<file path="src/sle_pkg.sv">
// ----------------------------------------------------------------------------
// sle_pkg: shared types and constants of the sorted list engine
// Holds the store size, the command codes and the control word that the
// top level broadcasts along the row of cells.
// ----------------------------------------------------------------------------
package sle_pkg;

  localparam int Capacity = 16;
  localparam int CntW     = $clog2(Capacity + 1);
  localparam int IdxW     = $clog2(Capacity);
  localparam int KeyW     = 32;

  typedef logic signed [KeyW-1:0] key_t;
  typedef logic [CntW-1:0]        cnt_t;
  typedef logic [IdxW-1:0]        idx_t;

  typedef enum logic [2:0] {
    CMD_INSERT = 3'd0,
    CMD_REMOVE = 3'd1,
    CMD_FIND   = 3'd2,
    CMD_UPDATE = 3'd3,
    CMD_POP    = 3'd4
  } cmd_e;

  typedef enum logic [1:0] {
    OP_HOLD   = 2'd0,
    OP_INSERT = 2'd1,
    OP_REMOVE = 2'd2,
    OP_POP    = 2'd3
  } op_e;

  typedef struct packed {
    op_e  op;
    key_t key;
  } cell_ctrl_t;

endpackage

</file>
<file path="src/sorted_list_engine.sv">
// ----------------------------------------------------------------------------
// sorted_list_engine: bounded ascending multiset of signed keys
// A row of cells keeps the keys in order and shifts them all together.
// ----------------------------------------------------------------------------
// Input beats on the s_axis channel carry a command in tuser (0 insert,
// 1 remove, 2 find, 3 update, 4 pop smallest) and the key and the update's
// new key in tdata. Every input beat gives exactly one result beat on the
// m_axis channel: a success flag, the smallest and largest stored key
// (0 when empty), the count and the empty and full flags, all after the
// command has taken effect.
// The command acts on the row of cells in the cycle of acceptance; the
// result is then registered in ST_REPORT once the output register is
// free. An update passes through ST_INS2 before ST_REPORT, its removal
// and its insertion each using one shift of the row. Input is taken again
// once the result has gone to the output register.
// Reset empties the store at once; no clearing pass is needed.
// While the receiver stalls one result waits in the output register; the
// next item is still accepted and worked on, and its result is held back
// until the output register is free.
// ----------------------------------------------------------------------------
module sorted_list_engine (
  input  logic        clk_i,
  input  logic        rst_ni,
  input  logic        s_axis_tvalid,
  output logic        s_axis_tready,
  input  logic [63:0] s_axis_tdata,  // key[31:0], new_key[63:32]
  input  logic [2:0]  s_axis_tuser,  // cmd[2:0]
  output logic        m_axis_tvalid,
  input  logic        m_axis_tready,
  output logic [71:0] m_axis_tdata   // ok[0], front_key[32:1], rear_key[64:33],
                                     // count[69:65], is_empty[70], is_full[71]
);

  typedef enum logic [2:0] {
    ST_IDLE   = 3'b001,
    ST_INS2   = 3'b010,
    ST_REPORT = 3'b100
  } state_e;

  state_e              state_q, state_d;
  sle_pkg::cnt_t       count_q, count_d;
  logic                ok_q, ok_d;
  sle_pkg::key_t       nkey_q, nkey_d;
  logic                out_valid_q, out_valid_d;
  logic [71:0]         out_data_q, out_data_d;

  sle_pkg::cell_ctrl_t ctrl;
  sle_pkg::key_t       keys   [sle_pkg::Capacity];
  logic                place  [sle_pkg::Capacity];
  logic [sle_pkg::Capacity-1:0] match;
  logic [sle_pkg::Capacity-1:0] occ;

  logic                accept;
  logic                found;
  logic                full;
  logic                empty;
  sle_pkg::idx_t       last_idx;
  sle_pkg::key_t       front_key;
  sle_pkg::key_t       rear_key;
  logic                out_free;

  assign accept = s_axis_tvalid && s_axis_tready;
  assign found  = |match;
  assign full   = (count_q == sle_pkg::CntW'(sle_pkg::Capacity));
  assign empty  = (count_q == '0);

  genvar gi;
  generate
    for (gi = 0; gi < sle_pkg::Capacity; gi++) begin : g_cell
      sle_pkg::key_t left_key;
      logic          left_place;
      sle_pkg::key_t right_key;

      assign occ[gi] = (sle_pkg::CntW'(gi) < count_q);

      if (gi == 0) begin : g_first
        assign left_key   = '0;
        assign left_place = 1'b0;
      end else begin : g_mid
        assign left_key   = keys[gi-1];
        assign left_place = place[gi-1];
      end

      if (gi == sle_pkg::Capacity - 1) begin : g_last
        assign right_key = keys[gi];
      end else begin : g_inner
        assign right_key = keys[gi+1];
      end

      sle_cell u_cell (
        .clk_i        (clk_i),
        .ctrl_i       (ctrl),
        .occ_i        (occ[gi]),
        .left_key_i   (left_key),
        .left_place_i (left_place),
        .right_key_i  (right_key),
        .key_o        (keys[gi]),
        .place_o      (place[gi]),
        .match_o      (match[gi])
      );
    end
  endgenerate

  assign last_idx  = sle_pkg::IdxW'(count_q - sle_pkg::CntW'(1));
  assign front_key = empty ? '0 : keys[0];
  assign rear_key  = empty ? '0 : keys[last_idx];
  assign out_free  = !out_valid_q || m_axis_tready;

  assign s_axis_tready = (state_q == ST_IDLE);
  assign m_axis_tvalid = out_valid_q;
  assign m_axis_tdata  = out_data_q;

  always_comb begin
    state_d     = state_q;
    count_d     = count_q;
    ok_d        = ok_q;
    nkey_d      = nkey_q;
    out_valid_d = out_valid_q && !m_axis_tready;
    out_data_d  = out_data_q;
    ctrl.op     = sle_pkg::OP_HOLD;
    ctrl.key    = (state_q == ST_INS2) ? nkey_q : s_axis_tdata[31:0];

    unique case (state_q)
      ST_IDLE: begin
        if (accept) begin
          ok_d    = 1'b0;
          state_d = ST_REPORT;
          case (s_axis_tuser)
            sle_pkg::CMD_INSERT: begin
              if (!full) begin
                ctrl.op = sle_pkg::OP_INSERT;
                count_d = count_q + sle_pkg::CntW'(1);
                ok_d    = 1'b1;
              end
            end
            sle_pkg::CMD_REMOVE: begin
              if (found) begin
                ctrl.op = sle_pkg::OP_REMOVE;
                count_d = count_q - sle_pkg::CntW'(1);
                ok_d    = 1'b1;
              end
            end
            sle_pkg::CMD_FIND: begin
              ok_d = found;
            end
            sle_pkg::CMD_UPDATE: begin
              if (found) begin
                ctrl.op = sle_pkg::OP_REMOVE;
                count_d = count_q - sle_pkg::CntW'(1);
                ok_d    = 1'b1;
                nkey_d  = s_axis_tdata[63:32];
                state_d = ST_INS2;
              end
            end
            sle_pkg::CMD_POP: begin
              if (!empty) begin
                ctrl.op = sle_pkg::OP_POP;
                count_d = count_q - sle_pkg::CntW'(1);
                ok_d    = 1'b1;
              end
            end
            default: begin
              ok_d = 1'b0;
            end
          endcase
        end
      end
      ST_INS2: begin
        ctrl.op = sle_pkg::OP_INSERT;
        count_d = count_q + sle_pkg::CntW'(1);
        state_d = ST_REPORT;
      end
      ST_REPORT: begin
        if (out_free) begin
          out_valid_d = 1'b1;
          out_data_d  = {full, empty, 5'(count_q), rear_key, front_key, ok_q};
          state_d     = ST_IDLE;
        end
      end
      default: begin
        state_d = ST_IDLE;
      end
    endcase
  end

  always_ff @(posedge clk_i or negedge rst_ni) begin
    if (!rst_ni) begin
      state_q     <= ST_IDLE;
      count_q     <= '0;
      ok_q        <= 1'b0;
      out_valid_q <= 1'b0;
    end else begin
      state_q     <= state_d;
      count_q     <= count_d;
      ok_q        <= ok_d;
      out_valid_q <= out_valid_d;
    end
  end

  always_ff @(posedge clk_i) begin
    nkey_q     <= nkey_d;
    out_data_q <= out_data_d;
  end

endmodule

</file>
<file path="src/sle_cell.sv">
// ----------------------------------------------------------------------------
// sle_cell: one slot of the sorted row
// Holds one key, compares it with the broadcast key and takes its own key,
// the broadcast key or a neighbour's key as the row shifts.
// ----------------------------------------------------------------------------
module sle_cell (
  input  logic                clk_i,
  input  sle_pkg::cell_ctrl_t ctrl_i,
  input  logic                occ_i,
  input  sle_pkg::key_t       left_key_i,
  input  logic                left_place_i,
  input  sle_pkg::key_t       right_key_i,
  output sle_pkg::key_t       key_o,
  output logic                place_o,
  output logic                match_o
);

  sle_pkg::key_t key_q, key_d;

  // this slot lies at or past the insertion point
  assign place_o = !occ_i || (ctrl_i.key < key_q);
  assign match_o = occ_i && (ctrl_i.key == key_q);
  assign key_o   = key_q;

  always_comb begin
    key_d = key_q;
    case (ctrl_i.op)
      sle_pkg::OP_INSERT: begin
        if (left_place_i) begin
          key_d = left_key_i;
        end else if (place_o) begin
          key_d = ctrl_i.key;
        end
      end
      sle_pkg::OP_REMOVE: begin
        if (occ_i && !(key_q < ctrl_i.key)) begin
          key_d = right_key_i;
        end
      end
      sle_pkg::OP_POP: begin
        key_d = right_key_i;
      end
      default: begin
        key_d = key_q;
      end
    endcase
  end

  always_ff @(posedge clk_i) begin
    key_q <= key_d;
  end

endmodule
</file>
<file path="config.mk">
export PLATFORM = sky130hd
export DESIGN_NAME = sorted_list_engine
export DESIGN_NICKNAME = d
export VERILOG_FILES = /design/src/sle_pkg.sv /design/src/sorted_list_engine.sv /design/src/sle_cell.sv
export SDC_FILE = /design/constraint.sdc
export NUM_CORES = 2
export LEC_CHECK = 0
export BUFFER_PORTS_ARGS = -buffer_cell sky130_fd_sc_hd__buf_2
export CORE_AREA = 5 5 391 239
export DETAILED_ROUTE_END_ITERATION = 10
export DIE_AREA = 0 0 396 244
export PLACE_DENSITY = 0.72
export REMOVE_ABC_BUFFERS = 1
export SYNTH_ARGS = -nofsm -noshare
export SYNTH_HDL_FRONTEND = slang
export SYNTH_SLANG_ARGS = --single-unit
</file>
<file path="constraint.sdc">
create_clock -name clk_i -period 10.1 [get_ports clk_i]
set_input_delay 0.505 -clock clk_i [delete_from_list [all_inputs] [get_ports clk_i]]
set_output_delay 0.505 -clock clk_i [all_outputs]
set_load 0.02 [all_outputs]
</file>
==> qor.csv <==
metric,value,unit
avgSynthCellArea,9.91,sq um
ys_ff_latch,626,
worstSetupPathType,flop to flop,
synth_top_cell_area_share,37.9,%
fin_crit_sh,85.4,%
die_area,96600,sq um
grt_pass1_vias,39100,
required,10.41,ns
grt_usage,39.1,%
slew_viol_final,4,
drive_gt1_share,11.6,%
crit_chain,"or3b_4, buf_4, nand2_1, nand2_1, buf_4, ha_1, and2_1, nand3_1, nor4b_1, nand3_1, nand4_1, nor4_1, o31ai_4, buf_4, buf_4, o21ai_0",
htree_levels,3,
grt_antenna_before_repair,8,
clk_pin_slew,0.06,ns
slew_headroom,-9.73,%
violations,"max-capacitance violations, max-slew violations",
critPathMaxStageDelay,1.38,ns
cts_setup_buffers,0,
grt_start_max_net_pins,278,
syn2layout_area_growth,8.83,%
drtPass1Iterations,7,
ioPinCount,145,
skew,0.0333,ns
fill_cells,7582,
viasPerCell,6.91,
clkLatencyLatePin,0.69,ns
post_dp_cell_area,50800,sq um
fin_area,53200,sq um
synth_area_leaders,"edfxtp_1, ha_1, mux2i_1, mux4_2, nand2_1",
crit_fanout,121,
hold_viol,0,
dp.final_hpwl,139,mm
status,"complete, but fails checks",
cts_buffer_depth,3,
nets,5460,
die_w,396,microns
tightest_slew,1.62,ns
grt_pass1_wl,276,mm
ir_drop,263,uV
p_leak,0.0214,uW
dr.first_iter.drc_count,7107,
critPathArrivalTime,8.93,ns
drt_wl_total,195,mm
worst_path_max_delay_cell,nor4b_1,
finalNonFillerCells,6190,
dieHeight,244,microns
power.density,224,nW/um^2
tritoncts,built,
drc,0,
synth-edff-count,616,
syn_inst,4929,
cts_sinks,626,
ant_nets,0,
setup.worst_path.start_class,flop,
routabilityCongestion,1.06,
maxCapViolations,2,
placed_cells,6039,
yosysUniqueCellTypes,92,
row_count,85,
synth_async_sr_flop_share,1.60,%
setup_tns,0,ns
hp-class,primary input to flop,
synth_seq_area_share,38.4,%
yosys.area.top_type,edfxtp_1,
ys.warnings.count,0,
via_count,42800,
worst_path_most_repeated_cell,buf_4,
cts_made_buffers,67,
ys.flop_type,edfxtp_1,
core-area,89200,sq um
cts_resized,0,
grt_setup_unrepaired,no,
port_buffers,144,
setup.worst_path.end_class,flop,
avgRoutedWirePerCell,31.5,microns
timing.fmax,0.116,GHz
cts_root_buffer,clkbuf_16,
setup_violations,0,
netlist_area,48800,sq um
grt-ovfl-total,0,
period_minus_slack,8.62,ns
initial_utilization,54.7,%
registers in the layout, summed over array words and instances, names as in the netlist:
name / cells
count_q: 5
state_q: 3
m_axis_tvalid: 1
ok_q: 1
g_cell.u_cell.key_o: 512
m_axis_tdata: 72
nkey_q: 32
cells in the mapped netlist, types with 19 or more instances:
master	instances
edfxtp_1	616
nand2_1	609
mux2i_1	453
ha_1	423
inv_1	417
o21ai_0	371
nor2_1	206
a21oi_1	175
clkbuf_1	160
mux4_2	128
o21ai_1	115
a21o_1	101
buf_2	97
a211oi_1	96
nand3_1	87
nand4_1	80
xnor2_1	80
nor3_1	60
o31ai_1	44
nor2b_1	42
o22ai_1	35
buf_4	34
a22oi_1	30
o22a_1	30
buf_1	26
nor4_1	26
nand2b_1	25
mux2_2	23
o211ai_1	23
a31oi_1	19
cell families after synthesis:
kind of cell	after synthesis	share of synthesized area, %
compound gates	1155	14.7
fa+ha+maj	440	11.2
simple gates	1267	12.0
xor+xnor	91	1.63
buf+inv	745	6.34
flops	626	38.4
mux	605	15.7
per-layer routing:
layer  vias up  GRT usage (%)  share of wire [%]
met2      3453           48.4                 36
li1      18300              -                  -
met5         -              0              0.039
met4        12           14.7                4.5
met3       427           16.6                 18
met1     20600           59.1                 41
worst paths after layout:
check	start	to	slack (ns)	depth (start not counted)
worst min register to register	ok_q	m_axis_tdata[0]	0.44	0
worst max register to register	state_q[0]	g_cell[11].u_cell.key_o[15]	1.48	16
min in group asynchronous	rst_ni	state_q[2]	0.22	2
worst min-delay path	s_axis_tdata[55]	nkey_q[23]	0.05	1
max in group asynchronous	rst_ni	state_q[0]	9.61	2
worst max-delay path	state_q[0]	g_cell[11].u_cell.key_o[15]	1.48	16
through the flow:
step | util, % | hold WS (ns) | worst slack [ns] | total power, uW
2_1_floorplan | - | 0.209 | -22.02 | 7650
3_3_place_gp | 56.9 | 0.382 | 2.18 | 9060
3_5_place_dp | 56.9 | 0.383 | 2.11 | 9160
4_1_cts | 59.6 | 0.0176 | 2.09 | 11700
5_1_grt | 59.6 | 0.0372 | 1.58 | 12200
6_report | 59.6 | 0.0452 | 1.48 | 11900
repair_timing:
item	in CTS	in global routing
hold endpoints to repair	41	0
endpoints found under the setup margin	0	0
hold buffers	32	0
cell type report:
class                      count  area (sq um)  area share [%]
clock buffer                  84          1780            3.35
timing repair buffer         293          1940            3.66
inverter                     420          1580            2.97
clock inverter                32           297           0.558
sequential                   626         18800            35.3
tap                         1174          1470            2.76
antenna                        3          7.51          0.0141
multi-input combinational   3558         27300            51.4
power by group:
| group | total [uW] | internal [uW] | switching, uW |
|---|---|---|---|
| Sequential | 3600 | 3330 | 275 |
| Clock | 2530 | 1360 | 1170 |
| Combinational | 5800 | 2210 | 3590 |
| Total | 11900 | 6900 | 5030 |
worst max-delay path, delay by kind of cell, from the launching register on:
kind	cells	cell delay (ns)
buffers and inverters	4	2.58
AND/OR/NAND/NOR	9	3.60
flip-flops	1	0.64
adder cells (fa/ha/maj)	1	0.15
AO/OA/AOI/OAI	2	1.02
cell usage in the layout, fill, tap and decap left out, drive strengths merged, types with 32 or more instances in the layout:
cell type,Yosys,routed
edfxtp,616,616
nand2,610,610
o21ai,487,487
mux2i,454,454
ha,423,423
inv,418,423
buf,164,261
nor2,209,209
a21oi,178,178
mux4,128,128
a21o,101,101
a211oi,96,96
nand3,88,88
clkbuf,161,84
nand4,80,80
xnor2,80,80
nor3,60,60
o31ai,45,45
nor2b,42,42
o22ai,35,35
dlygate4sd3,0,32
No activity file was read; power rests on OpenSTA's default activity.
